--- src/hw/rtl/level_set_reinit_step_assert.svh ---
// ----------------------------------------------------------------------------
// level_set_reinit_step_assert.svh
// Assertion macros used by the level-set reinitialisation command queue.
// ----------------------------------------------------------------------------
`ifndef LEVEL_SET_REINIT_STEP_ASSERT_SVH
`define LEVEL_SET_REINIT_STEP_ASSERT_SVH

`ifndef SYNTHESIS

// implication checked on the same edge
`define LSR_ASSERT_SAME(lbl, clk, rst, ante, cons) \
   lbl: assert property (@(posedge clk) disable iff (rst) (ante) |-> (cons)) \
      else $error("level_set_reinit_step: assertion failed");

// implication checked on the following edge
`define LSR_ASSERT_NEXT(lbl, clk, rst, ante, cons) \
   lbl: assert property (@(posedge clk) disable iff (rst) (ante) |=> (cons)) \
      else $error("level_set_reinit_step: assertion failed");

`else

`define LSR_ASSERT_SAME(lbl, clk, rst, ante, cons)
`define LSR_ASSERT_NEXT(lbl, clk, rst, ante, cons)

`endif

`endif

--- src/hw/rtl/lsr_pkg.sv ---
// ----------------------------------------------------------------------------
// lsr_pkg
// Types and constants of the level-set reinitialisation step.
// ----------------------------------------------------------------------------
`default_nettype none

package lsr_pkg;

   // sample format, signed Q16.16
   localparam int SAMPLE_W  = 32;
   localparam int ROW_W     = 16;
   localparam int ONE_Q16   = 65536;
   localparam logic [30:0] MAG_LIMIT = 31'h7fff_ffff;

   typedef enum logic {
      OP_SAMPLE = 1'b0,
      OP_DRAIN  = 1'b1
   } lsr_op_type;

   typedef enum logic [1:0] {
      CSR_INV_SPACING   = 2'd0,
      CSR_TIME_STEP     = 2'd1,
      CSR_COLUMN_LENGTH = 2'd2,
      CSR_COLUMN_COUNT  = 2'd3
   } lsr_csr_type;

   typedef struct packed {
      lsr_op_type                  opcode;
      logic signed [SAMPLE_W-1:0]  sample;
   } lsr_req_type;

   typedef struct packed {
      logic signed [SAMPLE_W-1:0]  new_value;
      logic                        last_point;
   } lsr_rsp_type;

   typedef struct packed {
      logic [23:0] inv_spacing;
      logic [15:0] time_step;
      logic [10:0] column_length;
      logic [15:0] column_count;
   } lsr_cfg_type;

   // work for the back end: evaluate a point and/or store a sample
   typedef struct packed {
      logic                        emit;
      logic                        wr;
      logic [ROW_W-1:0]            row;
      logic                        par;       // parity of the incoming column
      logic                        first;
      logic                        row_end;
      logic                        has_left;
      logic                        has_right;
      logic                        last;
      logic signed [SAMPLE_W-1:0]  right;
   } lsr_cmd_type;

   typedef enum logic [3:0] {
      BK_IDLE,
      BK_READ,
      BK_DIFF,
      BK_MUL,
      BK_MAG,
      BK_SQUARE,
      BK_MAX,
      BK_SUM,
      BK_ROOT,
      BK_STEP,
      BK_RESULT,
      BK_WRITE
   } lsr_back_state_type;

endpackage

`default_nettype wire

--- src/hw/rtl/lsr_front.sv ---
// ----------------------------------------------------------------------------
// lsr_front
// Accepts items, tracks the grid position and issues back-end commands.
// ----------------------------------------------------------------------------
`default_nettype none

module lsr_front #(
   parameter int MAX_COLUMN_LENGTH = 1024
) (
   input  wire logic                clock,
   input  wire logic                reset,
   input  wire logic                req_valid,
   output logic                     req_stall,
   input  wire lsr_pkg::lsr_req_type req_data,
   input  wire lsr_pkg::lsr_cfg_type cfg,
   input  wire logic                q_full,
   output logic                     q_push,
   output lsr_pkg::lsr_cmd_type     q_data
);

   import lsr_pkg::*;

   localparam int RW = (MAX_COLUMN_LENGTH > 1) ? $clog2(MAX_COLUMN_LENGTH) : 1;
   localparam int MW = $clog2(MAX_COLUMN_LENGTH + 1);

   logic [RW-1:0] row_ff, row_in;
   logic [15:0]   col_ff, col_in;
   logic [MW-1:0] m_eff;
   logic [15:0]   n_eff;
   logic          accept;
   logic          row_lt_m;
   logic          row_wrap;
   int unsigned   row_nxt;

   // effective geometry, clamped
   always_comb begin
      if (cfg.column_length < 11'd2) begin
         m_eff = MW'(2);
      end else if (32'(cfg.column_length) > 32'(MAX_COLUMN_LENGTH)) begin
         m_eff = MW'(MAX_COLUMN_LENGTH);
      end else begin
         m_eff = MW'(cfg.column_length);
      end
      n_eff = (cfg.column_count < 16'd2) ? 16'd2 : cfg.column_count;
   end

   assign req_stall = q_full;
   assign accept    = req_valid & ~q_full;
   assign row_lt_m  = 32'(row_ff) < 32'(m_eff);
   assign row_nxt   = 32'(row_ff) + 32'd1;
   assign row_wrap  = row_nxt >= 32'(m_eff);

   // classify item and advance position
   always_comb begin
      row_in          = row_ff;
      col_in          = col_ff;
      q_push          = 1'b0;
      q_data.emit     = 1'b0;
      q_data.wr       = 1'b0;
      q_data.row      = ROW_W'(row_ff);
      q_data.par      = col_ff[0];
      q_data.first    = (row_ff == '0);
      q_data.row_end  = (row_nxt >= 32'(m_eff));
      q_data.has_left = (col_ff >= 16'd2);
      q_data.has_right = 1'b1;
      q_data.last     = 1'b0;
      q_data.right    = req_data.sample;
      if (accept) begin
         case (req_data.opcode)
            OP_SAMPLE: begin
               if (col_ff < n_eff) begin
                  q_data.emit = row_lt_m && (col_ff != 16'd0);
                  q_data.wr   = row_lt_m;
                  q_push      = row_lt_m;
                  if (row_wrap) begin
                     row_in = '0;
                     col_in = col_ff + 16'd1;
                  end else begin
                     row_in = RW'(row_nxt);
                  end
               end
            end
            OP_DRAIN: begin
               if (col_ff >= n_eff) begin
                  if (!row_lt_m) begin
                     row_in = '0;
                     col_in = '0;
                  end else begin
                     q_data.emit      = 1'b1;
                     q_data.has_right = 1'b0;
                     q_data.right     = '0;
                     q_data.last      = row_wrap;
                     q_push           = 1'b1;
                     if (row_wrap) begin
                        row_in = '0;
                        col_in = '0;
                     end else begin
                        row_in = RW'(row_nxt);
                     end
                  end
               end
            end
            default: begin
               row_in = row_ff;
            end
         endcase
      end
   end

   always_ff @(posedge clock) begin
      if (reset) begin
         row_ff <= '0;
         col_ff <= '0;
      end else begin
         row_ff <= row_in;
         col_ff <= col_in;
      end
   end

endmodule

`default_nettype wire

--- config.mk ---
export PLATFORM = sky130hd
export DESIGN_NAME = lsr_front
export DESIGN_NICKNAME = d
export VERILOG_FILES = /design/src/hw/rtl/level_set_reinit_step_assert.svh /design/src/hw/rtl/lsr_pkg.sv /design/src/hw/rtl/lsr_front.sv
export SDC_FILE = /design/constraint.sdc
export NUM_CORES = 1
export LEC_CHECK = 0
export BUFFER_PORTS_ARGS = -buffer_cell sky130_fd_sc_hd__buf_4
export CORE_MARGIN = 1
export CORE_UTILIZATION = 46
export CTS_BUF_LIST = sky130_fd_sc_hd__clkbuf_16
export DETAILED_ROUTE_END_ITERATION = 6
export PLACE_DENSITY = 0.79
export SKIP_CTS_REPAIR_TIMING = 1
export SYNTH_ARGS = -nofsm -noshare
export SYNTH_HDL_FRONTEND = slang
export SYNTH_SLANG_ARGS = --single-unit
--- constraint.sdc ---
create_clock -name clock -period 4.3 [get_ports clock]
set_input_delay 0.43 -clock clock [delete_from_list [all_inputs] [get_ports clock]]
set_output_delay 0.43 -clock clock [all_outputs]
set_load 0.005 [all_outputs]
==> flow_summary.ini <==
[status]
outcome = finished, final reports clean

[hold_path]
hp-class = in -> reg
min_path_cells = 2
min_from = reset
min_to = row_ff[1]

[place]
portBuffers = 115
place_ws_ns = 0.436
placed_area_sq_um = 3830
detailed_place_hpwl_microns = 6840
place_congestion = 0.919
numPlacedInstances = 553

[cts]
cts-htree-levels = 1
clock-sinks = 26
cts.clk_slew.worst_paths_ns = 0.07
clock_latency_ns = 0.27
numCtsBuffers = 3
clock-root-buffer = clkbuf_16
cts_buffer_depth = 2
cts_tree = built

[power]
power_per_cell_area_nw_per_um2 = 173
p_switching_mw = 0.166
p_leak_nw = 1.90
internal_power_mw = 0.514
ir_worst_vdd_v = 0.000172
combPwrFrac_pct = 23.4
power.clock.fraction_pct = 41.0
sw_frac_of_total_pct = 24.4
pwr-share-seq_pct = 35.7

[floorplan]
die_h_microns = 82.5
core_sq_um = 6100
rows = 28
die_x_microns = 82.5
die_area_sq_um = 6810
io_pins = 162
start_util_pct = 48.9

[sta]
rsz0062_at_grt = false
relSlewSlack_pct = 46.2
setup_violations = 0
setup_slack_ns = 0.402
setup_tns_ns = 0
timing.final.crit_share_pct = 90.6
slew_violations = 0
fmax_mhz = 257
holdWs_ns = 0.451
clock_skew_ns = 0.00290
final_hold_viol_count = 0
fin_crit_ns = 3.90
tightest_slew_ns = 0.805

[worst_setup_path]
timing.rr.end = col_ff[15]
crit_path_max_incr_delay_ns = 0.60
cp_slowest_cell = or4_1
crit_family = simple AND/OR/NAND/NOR gates
worstSetupPathType = reg -> reg
crit_fanout = 8
crit_top_cell = and3_1
reg2reg_slack_ns = 0.40
end_kind = flop
critPathLaunchType = flop
worst-path-buf-inv = 0
cp_cell_sequence = and3_1, and3_1, and3_1, nand3_1, xnor2_1, ha_1, o2111ai_1, or3_1, o211a_1, or4_1, or4_1, o211ai_1
rr_startpoint = row_ff[2]
cp.required_ns = 4.49
worstPathArrival_ns = 4.09
reg2reg_depth = 12

[route]
avgRoutedWirePerCell_microns = 15.6
drc = 0
vias = 3273
first_pass_iters = 4
routed_wl_microns = 8710
viasPerCell = 5.88
ant_nets = 0
drtIter0Drc = 163

[global_routing]
grt_max_degree = 37
grt_first_pass_wirelength_microns = 13700
grt_overflow_total = 0
grt_usage_pct = 25.7
antenna_found_initial = 0
grt_pass1_vias = 2932

[layout]
diodes = 0
finalNetCount = 629
mostFrequentLayoutCells = buf_4, ha_1, inv_1
drive_gt1_share_pct = 26.3
final_area_sq_um = 3940
fin_cells = 557
syn2layout_area_growth_pct = 32.1
layout_commonest_cell = buf_4

[yosys]
synth-main-ff-cell = dfxtp_1
netlist_area_sq_um = 2980
ys_warn_count = 0
synthCells = 382
ys_ff_latch = 26
synth-edff-count = 0
syn_avg_cell_area_sq_um = 7.81
postSynth.asyncResetShare_pct = 0
synth_cell_type_count = 50
yosysSeqAreaShare_pct = 17.5

[job]
maxCapViolCount = 0
-- stage by stage --
stage	util (%)	total power, mW
6_report	64.6	0.680
5_1_grt	64.6	0.709
4_1_cts	64.6	0.676
3_3_place_gp	62.9	0.403
3_5_place_dp	62.9	0.406
2_1_floorplan	-	0.321
-- sequential cells by signal, summed over array words and instances, names as in the netlist --
signal,count
col_ff,16
row_ff,10
-- area by class of cell --
class,instances,area [sq um]
clock buffer,3,75.1
clock inverter,1,30.0
fill,548,2160
inverter,36,135
multi-input combinational,298,2200
sequential,26,520
tap,75,93.8
timing repair buffer,118,886
-- synth_stat cells (7+ instances only) --
| cell | n | share of area, % |
|---|---|---|
| o22ai_1 | 7 | 1.5 |
| dfxtp_1 | 26 | 17 |
| nand2_1 | 17 | 2.1 |
| nor4_1 | 11 | 2.3 |
| a32o_1 | 7 | 2.4 |
| ha_1 | 42 | 18 |
| inv_1 | 36 | 4.5 |
| and3_1 | 18 | 3.8 |
| nor2_1 | 8 | 1.0 |
| and2_1 | 33 | 6.9 |
| nand4_1 | 7 | 1.5 |
| nand3_1 | 16 | 2.7 |
| buf_4 | 10 | 2.5 |
| o21ai_0 | 8 | 1.3 |
| clkbuf_1 | 10 | 1.3 |
| o2111ai_1 | 8 | 2.4 |
| a21oi_1 | 18 | 3.0 |
| o211ai_1 | 7 | 1.8 |
| nor3_1 | 9 | 1.5 |
| nor3b_1 | 10 | 2.5 |
-- kinds of logic (layout without fill, tap and decap cells) --
kind of cell	Yosys count	count (layout)	share of synthesized area, %
other	1	6	0.126
multiplexers	1	1	0.336
adder cells (fa/ha/maj)	42	42	17.6
flip-flops	26	26	17.5
AND/OR/NAND/NOR	148	148	28.8
AO/OA/AOI/OAI	93	93	23.9
XOR/XNOR	8	8	2.35
buffers and inverters	63	158	9.44
-- how the worst max path moves through the flow --
stage	depth (start not counted)	to	start	slack [ns]
after CTS	12	col_ff[15]	row_ff[2]	0.41
final	12	col_ff[15]	row_ff[2]	0.40
after floorplan	13	col_ff[6]	row_ff[0]	0.87
after global routing	13	q_data[0]	cfg[25]	0.1
after detailed placement	12	col_ff[15]	row_ff[2]	0.44
after global placement	12	col_ff[15]	row_ff[2]	0.49
-- power groups by stage --
stage	Combinational (mW)	Sequential [mW]	Clock [mW]
2_1_floorplan	0.0731	0.248	0
6_report	0.159	0.242	0.278
3_5_place_dp	0.158	0.248	0
5_1_grt	0.177	0.242	0.289
3_3_place_gp	0.155	0.248	0
4_1_cts	0.159	0.242	0.275
-- worst register-to-register path: stages (launching register included) --
cell and delay [ns]:
dfxtp_1 0.50, and3_1 0.27, and3_1 0.27, and3_1 0.20, nand3_1 0.09, xnor2_1 0.18, ha_1 0.32, o2111ai_1 0.15
or3_1 0.40, o211a_1 0.19, or4_1 0.60, or4_1 0.56, o211ai_1 0.09
-- metal layers --
| metal | global-route usage (%) | routed length, microns | vias up |
|---|---|---|---|
| met5 | 0 | 0 | - |
| met4 | 7.93 | 199 | 0 |
| met3 | 2.64 | 394 | 20 |
| met2 | 45.5 | 4480 | 114 |
| met1 | 32.5 | 3640 | 1527 |
| li1 | - | - | 1612 |
(Power assumes the default switching activity.)
