[src/hw/rtl/level_set_reinit_step_assert.svh]
// ----------------------------------------------------------------------------
// level_set_reinit_step_assert.svh
// Assertion macros used by the level-set reinitialisation command queue.
// ----------------------------------------------------------------------------
`ifndef LEVEL_SET_REINIT_STEP_ASSERT_SVH
`define LEVEL_SET_REINIT_STEP_ASSERT_SVH

`ifndef SYNTHESIS

// implication checked on the same edge
`define LSR_ASSERT_SAME(lbl, clk, rst, ante, cons) \
   lbl: assert property (@(posedge clk) disable iff (rst) (ante) |-> (cons)) \
      else $error("level_set_reinit_step: assertion failed");

// implication checked on the following edge
`define LSR_ASSERT_NEXT(lbl, clk, rst, ante, cons) \
   lbl: assert property (@(posedge clk) disable iff (rst) (ante) |=> (cons)) \
      else $error("level_set_reinit_step: assertion failed");

`else

`define LSR_ASSERT_SAME(lbl, clk, rst, ante, cons)
`define LSR_ASSERT_NEXT(lbl, clk, rst, ante, cons)

`endif

`endif

[src/hw/rtl/lsr_pkg.sv]
// ----------------------------------------------------------------------------
// lsr_pkg
// Types and constants of the level-set reinitialisation step.
// ----------------------------------------------------------------------------
`default_nettype none

package lsr_pkg;

   // sample format, signed Q16.16
   localparam int SAMPLE_W  = 32;
   localparam int ROW_W     = 16;
   localparam int ONE_Q16   = 65536;
   localparam logic [30:0] MAG_LIMIT = 31'h7fff_ffff;

   typedef enum logic {
      OP_SAMPLE = 1'b0,
      OP_DRAIN  = 1'b1
   } lsr_op_type;

   typedef enum logic [1:0] {
      CSR_INV_SPACING   = 2'd0,
      CSR_TIME_STEP     = 2'd1,
      CSR_COLUMN_LENGTH = 2'd2,
      CSR_COLUMN_COUNT  = 2'd3
   } lsr_csr_type;

   typedef struct packed {
      lsr_op_type                  opcode;
      logic signed [SAMPLE_W-1:0]  sample;
   } lsr_req_type;

   typedef struct packed {
      logic signed [SAMPLE_W-1:0]  new_value;
      logic                        last_point;
   } lsr_rsp_type;

   typedef struct packed {
      logic [23:0] inv_spacing;
      logic [15:0] time_step;
      logic [10:0] column_length;
      logic [15:0] column_count;
   } lsr_cfg_type;

   // work for the back end: evaluate a point and/or store a sample
   typedef struct packed {
      logic                        emit;
      logic                        wr;
      logic [ROW_W-1:0]            row;
      logic                        par;       // parity of the incoming column
      logic                        first;
      logic                        row_end;
      logic                        has_left;
      logic                        has_right;
      logic                        last;
      logic signed [SAMPLE_W-1:0]  right;
   } lsr_cmd_type;

   typedef enum logic [3:0] {
      BK_IDLE,
      BK_READ,
      BK_DIFF,
      BK_MUL,
      BK_MAG,
      BK_SQUARE,
      BK_MAX,
      BK_SUM,
      BK_ROOT,
      BK_STEP,
      BK_RESULT,
      BK_WRITE
   } lsr_back_state_type;

endpackage

`default_nettype wire

[src/hw/rtl/lsr_cmd_queue.sv]
// ----------------------------------------------------------------------------
// lsr_cmd_queue
// Short command queue between the front and back ends.
// ----------------------------------------------------------------------------
`default_nettype none

`include "level_set_reinit_step_assert.svh"

module lsr_cmd_queue #(
   parameter int DEPTH = 4
) (
   input  wire logic                clock,
   input  wire logic                reset,
   input  wire logic                push,
   input  wire lsr_pkg::lsr_cmd_type push_data,
   input  wire logic                pop,
   output lsr_pkg::lsr_cmd_type     head,
   output logic                     full,
   output logic                     empty
);

   import lsr_pkg::*;

   localparam int PW = (DEPTH > 1) ? $clog2(DEPTH) : 1;
   localparam int CW = $clog2(DEPTH + 1);

   lsr_cmd_type   mem_ff [DEPTH];
   logic [PW-1:0] wr_ptr_ff, wr_ptr_in;
   logic [PW-1:0] rd_ptr_ff, rd_ptr_in;
   logic [CW-1:0] count_ff, count_in;

   assign full  = (count_ff == CW'(DEPTH));
   assign empty = (count_ff == '0);
   assign head  = mem_ff[rd_ptr_ff];

   // pointer and fill update
   always_comb begin
      wr_ptr_in = wr_ptr_ff;
      rd_ptr_in = rd_ptr_ff;
      count_in  = count_ff;
      if (push) begin
         wr_ptr_in = (wr_ptr_ff == PW'(DEPTH - 1)) ? '0 : wr_ptr_ff + PW'(1);
      end
      if (pop) begin
         rd_ptr_in = (rd_ptr_ff == PW'(DEPTH - 1)) ? '0 : rd_ptr_ff + PW'(1);
      end
      if (push && !pop) begin
         count_in = count_ff + CW'(1);
      end else if (pop && !push) begin
         count_in = count_ff - CW'(1);
      end
   end

   always_ff @(posedge clock) begin
      if (reset) begin
         wr_ptr_ff <= '0;
         rd_ptr_ff <= '0;
         count_ff  <= '0;
      end else begin
         wr_ptr_ff <= wr_ptr_in;
         rd_ptr_ff <= rd_ptr_in;
         count_ff  <= count_in;
      end
   end

   always_ff @(posedge clock) begin
      if (push) begin
         mem_ff[wr_ptr_ff] <= push_data;
      end
   end

   `LSR_ASSERT_SAME(a_no_push_full, clock, reset, push, !full)
   `LSR_ASSERT_SAME(a_no_pop_empty, clock, reset, pop, !empty)
   `LSR_ASSERT_NEXT(a_fill_step, clock, reset, push && !pop, count_ff == $past(count_ff) + CW'(1))

endmodule

`default_nettype wire

[config.mk]
export PLATFORM = sky130hd
export DESIGN_NAME = lsr_cmd_queue
export DESIGN_NICKNAME = d
export VERILOG_FILES = /design/src/hw/rtl/lsr_pkg.sv /design/src/hw/rtl/lsr_cmd_queue.sv
export VERILOG_INCLUDE_DIRS = /design/src /design/src/hw/rtl
export SDC_FILE = /design/constraint.sdc
export NUM_CORES = 1
export LEC_CHECK = 0
export ABC_AREA = 1
export BUFFER_PORTS_ARGS = -buffer_cell sky130_fd_sc_hd__buf_2
export CAP_MARGIN = 30
export CORE_MARGIN = 1.5
export CORE_UTILIZATION = 48
export CTS_CLUSTER_SIZE = 16
export DETAILED_ROUTE_END_ITERATION = 10
export PLACE_DENSITY = 0.68
export SETUP_SLACK_MARGIN = 0.3
export SLEW_MARGIN = 0
export SYNTH_ARGS = -nofsm -noshare
export SYNTH_HDL_FRONTEND = slang
export SYNTH_SLANG_ARGS = --single-unit
[constraint.sdc]
create_clock -name clock -period 6 [get_ports clock]
set_clock_uncertainty 0.05 [all_clocks]
set_input_delay 1.2 -clock clock [delete_from_list [all_inputs] [get_ports clock]]
set_output_delay 1.2 -clock clock [all_outputs]
set_load 0.005 [all_outputs]
==> metrics.yaml, run 1 <==
post_route_cells_drive_above_1_share_pct: 30.5
slowest_stage: "dfxtp_4"
drt_iter0_drc: 358
ys_warn_count: 0
utilization_pct: 57.0
synth_nets: 668
endpoint_kind: "primary output"
grt_pass1_wl_um: 28600
cts_hold_buffers: 0
multi_input_area_um2: 1930
path_max_fanout: 77
rr_endpoint: "mem_ff[3][3]"
postSynthCellCount: 601
cts_setup_buffers: 0
required_ns: 4.75
rsz0062_at_grt: "false"
finalSetupViolCount: 0
insertion_delay_ns: 0.50
ys_types: 25
cts_resized: 0
finalInstanceArea_um2: 10700
status: "finished clean"
start_util_pct: 49.0
hpwl_um: 10500
setup_ws_ns: 2.10
yosysTopAreaCell: "edfxtp_1"
synthesis.area_um2: 9160
cts_tree: "yes"
post-route-period-util_pct: 65.0
htree_levels: 1
synth_top_area_share_pct: 73.4
grt_pass1_vias: 5488
powerDensity_nw_per_um2: 340
track_usage_pct: 18.6
peakVddDrop_v: 0.000202
setup.worst_path.end: "head[38]"
placed_area_um2: 9910
vias_per_cell: 5.53
layout_commonest_cell: "edfxtp_1"
reg2reg_slack_ns: 3.98
p_leak_nw: 3.74
critPathLaunchType: "flip-flop"
ys_ff_latch: 233
cap_violations: 0
reg2reg_depth: 4
wire_per_inst_um: 19.1
critical_path_arrival_ns: 2.65
dieArea_um2: 19900
final_cell_mix: "224 x edfxtp_1, 117 x buf_2, 94 x nor2_1, 85 x o21ai_0, 30 x o22ai_1"
min_period_ns: 3.90
hold_viol_final: 0
num_io_pins: 118
core_um2: 18700
drc: 0
die_h_um: 141
gp_congestion: 0.721
vias: 5361
max_slew_margin_pct: 50.1
syn_to_final_growth_pct: 16.4
numPortBuffers: 117
final_max_slew_viol_count: 0
regArea_um2: 6910
drt-pass1-iter-count: 5
min_path_type: "flip-flop to flip-flop"
timing.fmax_mhz: 256
grt_start_max_net_pins: 78
ys_seq_area_share_pct: 75.4
pre_cts_slack_ns: 2.66
syn_avg_cell_area_um2: 15.2
fin_tns_setup_ns: 0
clockBufferDepth: 3
grt-ovfl-total: 0
clockRootBuffer: "clkbuf_16"
cts.sinks: 233
clk_pin_slew_ns: 0.06
min_from: "wr_ptr_ff[1]"
cpPeakStageDelay_ns: 0.60
crit_type: "flip-flop to primary output"
drt-total-wl_um: 18500
antenna_found_initial: 4
fillers: 1449
yosys-top-cells-area: "edfxtp_1 73%, o21ai_0 4.6%, nor2_1 3.9%, o22ai_2 3.6%, nor2_4 3.2%"
layout.nets: 782
worstMarginPinSlew_ns: 0.748
die_x_um: 141
fp-row-count: 50
crit_top_cell: "buf_16"
cts_made_buffers: 23
final_antenna_net_count: 0
timing.rr.start: "wr_ptr_ff[0]"
crit_chain: "buf_16, inv_6, buf_16, o21ai_0, o22ai_2, buf_2"
p_total_w: 0.00362
cell usage after synthesis, drive strengths merged:
cell,instances
o22ai,56
nor3,4
nor2,120
a21oi,3
nand4,1
inv,16
edfxtp,224
fa,1
nand2,8
buf,21
xor2,1
clkbuf,15
ha,6
dfxtp,9
o21ai,115
nand3,1
cells by family (layout without fill, tap and decap cells):
group                    Yosys count  in the layout  share of synthesized area [%]
flip-flops                       233            233                           75.4
buffers and inverters             52            183                           3.54
AO/OA/AOI/OAI                    174            174                           12.2
other                              0              4                              0
XOR/XNOR                           1              1                         0.0956
AND/OR/NAND/NOR                  134            134                           7.72
adder cells (fa/ha/maj)            7              7                           1.04
layer usage:
metal | vias to the layer above | track usage (%) | share of wire [%]
met1 | 2691 | 23.3 | 41
li1 | 2484 | - | -
met2 | 149 | 31.5 | 50
met3 | 35 | 3.80 | 5.7
met4 | 2 | 8.06 | 2.6
met5 | - | 0 | 0.065
report_power, final:
group	internal (W)	switching (W)	leakage [nW]	total, W
logic	0.000132	0.000220	1.24	0.000352
registers	0.00186	0.0000291	2.13	0.00189
clock network	0.000817	0.000566	0.366	0.00138
total	0.00281	0.000815	3.74	0.00362
sequential cells by signal (all words and copies together) (netlist names), named ones only:
register,count
rd_ptr_ff,2
mem_ff,224
wr_ptr_ff,2
count_ff,3
metrics by stage:
| stage | std cells | hold WS [ns] |
|---|---|---|
| after floorplan | 601 | 0.440 |
| after global placement | 920 | 0.450 |
| after detailed placement | 924 | 0.483 |
| after CTS | 966 | 0.492 |
| after global routing | 968 | 0.520 |
| final | 970 | 0.490 |
worst max-delay path: cells and delay by family (launching register included):
family | cells | cell delay [ns]
AO/OA/AOI/OAI | 2 | 0.42
buffers and inverters | 4 | 1.03
flip-flops | 1 | 0.60
worst min path at each step:
| stage | slack, ns | depth (start not counted) | to |
|---|---|---|---|
| final | 0.49 | 2 | wr_ptr_ff[1] |
| after global routing | 0.52 | 2 | flip-flop |
| after CTS | 0.49 | 2 | wr_ptr_ff[1] |
| after detailed placement | 0.48 | 2 | wr_ptr_ff[1] |
| after global placement | 0.45 | 2 | wr_ptr_ff[1] |
| after floorplan | 0.44 | 2 | wr_ptr_ff[1] |
layout make-up:
cell class | count | share of cell area, %
sequential | 233 | 64.8
clock buffer | 29 | 5.80
inverter | 16 | 0.610
multi-input combinational | 316 | 18.1
timing repair buffer | 125 | 6.67
tap | 234 | 2.75
clock inverter | 13 | 1.14
antenna | 4 | 0.0939
No activity file was read; power rests on OpenSTA's default activity.
==> run 2, diff against run 1 <==
Settings changed: ABC_AREA 1 to 0, PLACE_DENSITY 0.68 to 0.69.
Clock period 6 ns to 4 ns, I/O delays scaled along.
==> metrics.yaml, run 2 <==
post_route_cells_drive_above_1_share_pct: 43.6
met3_wirelength_um: 858
ys_ff_latch: 233
post-route-period-util_pct: 76.5
required_ns: 3.15
core_um2: 17400
grt_pass1_vias: 4065
yosysTopAreaCell: "edfxtp_1"
p_total_w: 0.00531
critical_path_arrival_ns: 2.21
synth_top_area_share_pct: 78.6
switchingPower_w: 0.00110
grt_start_max_net_pins: 57
layout_commonest_cell: "edfxtp_1"
multi_input_area_um2: 1520
clockRootBuffer: "clkbuf_16"
synthFlopType: "edfxtp_1"
htree_levels: 1
endpoint_kind: "primary output"
fillers: 1269
track_usage_pct: 16.0
num_io_pins: 118
syn_to_final_growth_pct: 17.9
top_regs: "mem_ff: 224 flops, count_ff: 3 flops"
grt_pass1_wl_um: 22200
route.met2.wl_um: 6830
cts_resized: 0
powerDensity_nw_per_um2: 527
drt-total-wl_um: 14400
critPathLaunchType: "flip-flop"
final_cell_mix: "224 x edfxtp_1, 117 x buf_2, 56 x mux4_2, 25 x clkbuf_16, 9 x clkbuf_1"
drt_iter0_drc: 209
wl_met1_um: 6390
timing.fmax_mhz: 327
die_x_um: 137
largest_register_ffs: 224
status: "finished clean"
ys_warn_count: 0
finalSetupViolCount: 0
cts_made_buffers: 24
fp-row-count: 48
synth_nets: 403
combPwrFrac_pct: 7.5
ys_types: 20
clockBufferDepth: 3
wire_per_inst_um: 20.3
p_leak_nw: 3.41
cap_violations: 0
gp_congestion: 0.682
worstMarginPinSlew_ns: 0.878
top_register: "mem_ff"
path_max_fanout: 39
hpwl_um: 8140
min_path_type: "input port to flip-flop"
syn_avg_cell_area_um2: 25.5
fin_tns_setup_ns: 0
drt-pass1-iter-count: 4
hold_viol_final: 0
postSynthCellCount: 336
start_util_pct: 49.3
async_flop_share_pct: 0
p_clk_share_pct: 39.0
synthTopCellsByCount: "224 x edfxtp_1, 56 x mux4_2, 9 x dfxtp_1, 7 x nor2_1, 6 x ha_1"
routed.top_layer: "met5"
pwr-share-seq_pct: 53.5
peakVddDrop_v: 0.000297
p_sw_share_pct: 20.7
vias_per_cell: 5.35
crit_type: "flip-flop to primary output"
final_antenna_net_count: 0
min_period_ns: 3.06
ys_seq_area_share_pct: 80.7
antenna_found_initial: 2
max_slew_margin_pct: 41.4
insertion_delay_ns: 0.50
cts_setup_buffers: 0
dieArea_um2: 18600
grt-ovfl-total: 0
layout.nets: 536
cts_tree: "yes"
yosys-top-cells-area: "edfxtp_1 79%, mux4_2 15%, dfxtp_1 2.1%, buf_12 0.94%, ha_1 0.88%"
final_max_slew_viol_count: 0
drc: 0
numPortBuffers: 117
synthesis.area_um2: 8560
vias: 3810
regArea_um2: 6910
p_int_w: 0.00421
synthMostInstantiatedCell: "edfxtp_1"
synth_edf_count: 224
cts_hold_buffers: 0
rsz0062_at_grt: "false"
cts.sinks: 233
die_h_um: 137
clk_pin_slew_ns: 0.06
-- run 2: changes by cell type after synthesis, moves of 8 or more --
cell / before / now
o21ai_1: 26 / 0
nor2_4: 26 / 0
clkbuf_1: 15 / 1
nand2_1: 8 / 0
inv_1: 14 / 4
nor2_1: 94 / 7
mux4_2: 0 / 56
o22ai_1: 30 / 0
o21ai_0: 85 / 1
o22ai_2: 26 / 0
-- run 2: power by group through the flow --
stage               clock network (W)  registers [W]  logic, W
CTS                           0.00211        0.00284  0.000412
detailed placement                  0        0.00289  0.000411
global placement                    0        0.00289  0.000402
finish                        0.00207        0.00284  0.000401
floorplan                           0        0.00287  0.000247
global route                  0.00221        0.00285  0.000443
-- run 2: layout make-up --
type,instances,area share [%]
flip-flops and latches,233,68.5
multi-input cells,87,15.0
clock buffers,34,6.54
repair buffers,119,6.20
well taps,225,2.79
clock inverters,9,0.720
inverters,4,0.149
diodes,1,0.0248
-- run 2: through the flow --
step	instance area, um^2	hold WS, ns	worst slack (ns)	utilization, %	instances
final	10100	0.460	0.939	58.1	712
after global routing	10100	0.443	0.790	58.1	711
after global placement	9350	0.428	1.41	53.9	668
after floorplan	8560	0.410	1.40	-	336
after detailed placement	9350	0.464	1.41	53.9	668
after CTS	10100	0.439	0.865	58.1	711
-- run 2: worst max-delay path, cell delays in order, from the launching register on --
cell     delay, ns
dfxtp_4       0.59
buf_12        0.36
mux4_2        0.59
buf_2         0.15
-- run 2: cells by family after synthesis --
logic type,synth area share (%)
AND/OR/NAND/NOR,0.907
multiplexers,15.2
flip-flops,80.7
buffers and inverters,1.67
adder cells (fa/ha/maj),1.11
AO/OA/AOI/OAI,0.175
XOR/XNOR,0.205
-- run 2: per-layer routing --
metal / up-vias / GRT usage [%]
met4: 2 / 4.37
met3: 28 / 3.93
met1: 1972 / 22.5
li1: 1695 / -
met5: - / 0
met2: 113 / 25.3
-- run 2: path summary, 6_finish.rpt --
path / startpoint / end / slack, ns / depth (start not counted)
min reg2reg: count_ff[2] / count_ff[2] / 0.47 / 2
min: push_data[26] / mem_ff[3][26] / 0.46 / 1
max reg2reg: wr_ptr_ff[0] / mem_ff[2][28] / 2.22 / 3
max: flip-flop / head[10] / 0.94 / 3
==> run 3, diff against run 2 <==
Settings changed: ABC_AREA 0 to 1, PLACE_DENSITY 0.69 to 0.68.
Clock period 4 ns to 3.1 ns, I/O delays scaled along.
==> metrics.yaml, run 3 (same netlist as run 1, synthesis figures left out) <==
status: "finished clean"
cts_resized: 0
cap_violations: 0
drt_iter0_drc: 405
layout.nets: 786
drt-total-wl_um: 18400
critPathLaunchType: "flip-flop"
hpwl_um: 10600
start_util_pct: 49.0
grt_pass1_vias: 5580
numPortBuffers: 117
regArea_um2: 6910
antenna_found_initial: 2
dieArea_um2: 19900
clockBufferDepth: 3
largest_register_ffs: 224
htree_levels: 1
final_antenna_net_count: 0
crit_family: "buffers and inverters"
finalSetupViolCount: 0
post_route_cells_drive_above_1_share_pct: 30.0
vias: 5301
fp-row-count: 50
grt_start_max_net_pins: 57
grt_pass1_wl_um: 28900
cts.sinks: 233
powerDensity_nw_per_um2: 652
top_register: "mem_ff"
cts_hold_buffers: 0
layout_commonest_cell: "edfxtp_1"
cts_made_buffers: 24
min_period_ns: 2.69
grt-ovfl-total: 0
post-route-period-util_pct: 86.9
max_slew_margin_pct: 54.0
timing.fmax_mhz: 371
fin_tns_setup_ns: 0
rsz0062_at_grt: "true"
top_regs: "mem_ff: 224 flops, count_ff: 3 flops"
cts_setup_buffers: 0
wire_per_inst_um: 19.0
cts_tree: "yes"
path_max_fanout: 46
crit_type: "flip-flop to primary output"
p_total_w: 0.00696
slowest_stage: "dfxtp_4"
num_io_pins: 118
crit_buf_inv: 3
core_um2: 18700
final_max_slew_viol_count: 0
endpoint_kind: "primary output"
p_leak_nw: 3.74
die_x_um: 141
die_h_um: 141
worstMarginPinSlew_ns: 0.689
final_cell_mix: "224 x edfxtp_1, 117 x buf_2, 94 x nor2_1, 85 x o21ai_0, 30 x o22ai_1"
hold_viol_final: 0
drt-pass1-iter-count: 4
drc: 0
multi_input_area_um2: 1930
insertion_delay_ns: 0.50
fillers: 1455
critical_path_arrival_ns: 2.02
crit_chain: "inv_8, buf_12, nor2_1, o22ai_1, buf_2"
cpPeakStageDelay_ns: 0.43
gp_congestion: 0.730
clockRootBuffer: "clkbuf_16"
track_usage_pct: 18.7
syn_to_final_growth_pct: 16.6
min_path_type: "input port to flip-flop"
vias_per_cell: 5.46
required_ns: 2.43
peakVddDrop_v: 0.000459
clk_pin_slew_ns: 0.06
-- run 3: cell count changes in the layout (fill, tap and decap cells not counted), sizes merged, moves of 4 or more --
cell,delta
nor2,+113
and2,-4
buf,+9
inv,+10
mux2i,-4
clkinv,+4
o22ai,+56
nand2,+8
mux4,-56
o21ai,+114
-- run 3: layer usage --
metal | global-route usage, % | routed length [um] | share of wire [%] | up-vias
met5 | 0 | 0 | 0 | -
met4 | 6.58 | 357 | 1.9 | 0
met3 | 3.60 | 891 | 4.8 | 24
met2 | 32.1 | 9360 | 51 | 126
met1 | 23.9 | 7830 | 42 | 2666
li1 | - | - | - | 2485
-- run 3: path summary, 6_finish.rpt --
kind	startpoint	end	slack (ns)	cells past startpoint
worst max register to register	wr_ptr_ff[0]	mem_ff[3][28]	1.20	4
worst min register to register	count_ff[1]	count_ff[1]	0.50	2
worst min-delay path	push_data[55]	mem_ff[3][55]	0.28	1
worst max-delay path	flip-flop	head[16]	0.41	5
-- run 3: worst register-to-register path: cells and delay by family (launching register included) --
kind	cells	cell delay, ns
fa+ha+maj	1	0.21
buf+inv	2	0.83
flops	1	0.42
simple gates	1	0.07
-- run 3: per-stage QoR --
step	setup slack (ns)	util, %	cells	hold slack, ns	cell area, um^2
floorplan	0.892	-	601	0.440	9160
global placement	0.872	53.2	927	0.452	9940
detailed placement	0.853	53.2	927	0.492	9940
CTS	0.319	57.0	968	0.265	10700
global route	0.296	57.1	970	0.256	10700
finish	0.407	57.1	970	0.283	10700
-- run 3: area by class of cell --
type,instances,area share (%)
Sequential cell,233,64.7
Multi-Input combinational cell,316,18.1
Timing Repair Buffer,128,7.07
Clock buffer,31,6.07
Tap cell,234,2.74
Inverter,16,0.645
Clock inverter,10,0.621
Antenna cell,2,0.0469
-- run 3: power by group --
group          total (W)  switching (W)  internal [W]
registers        0.00364      0.0000460       0.00360
logic           0.000693       0.000433      0.000260
clock network    0.00263        0.00108       0.00154
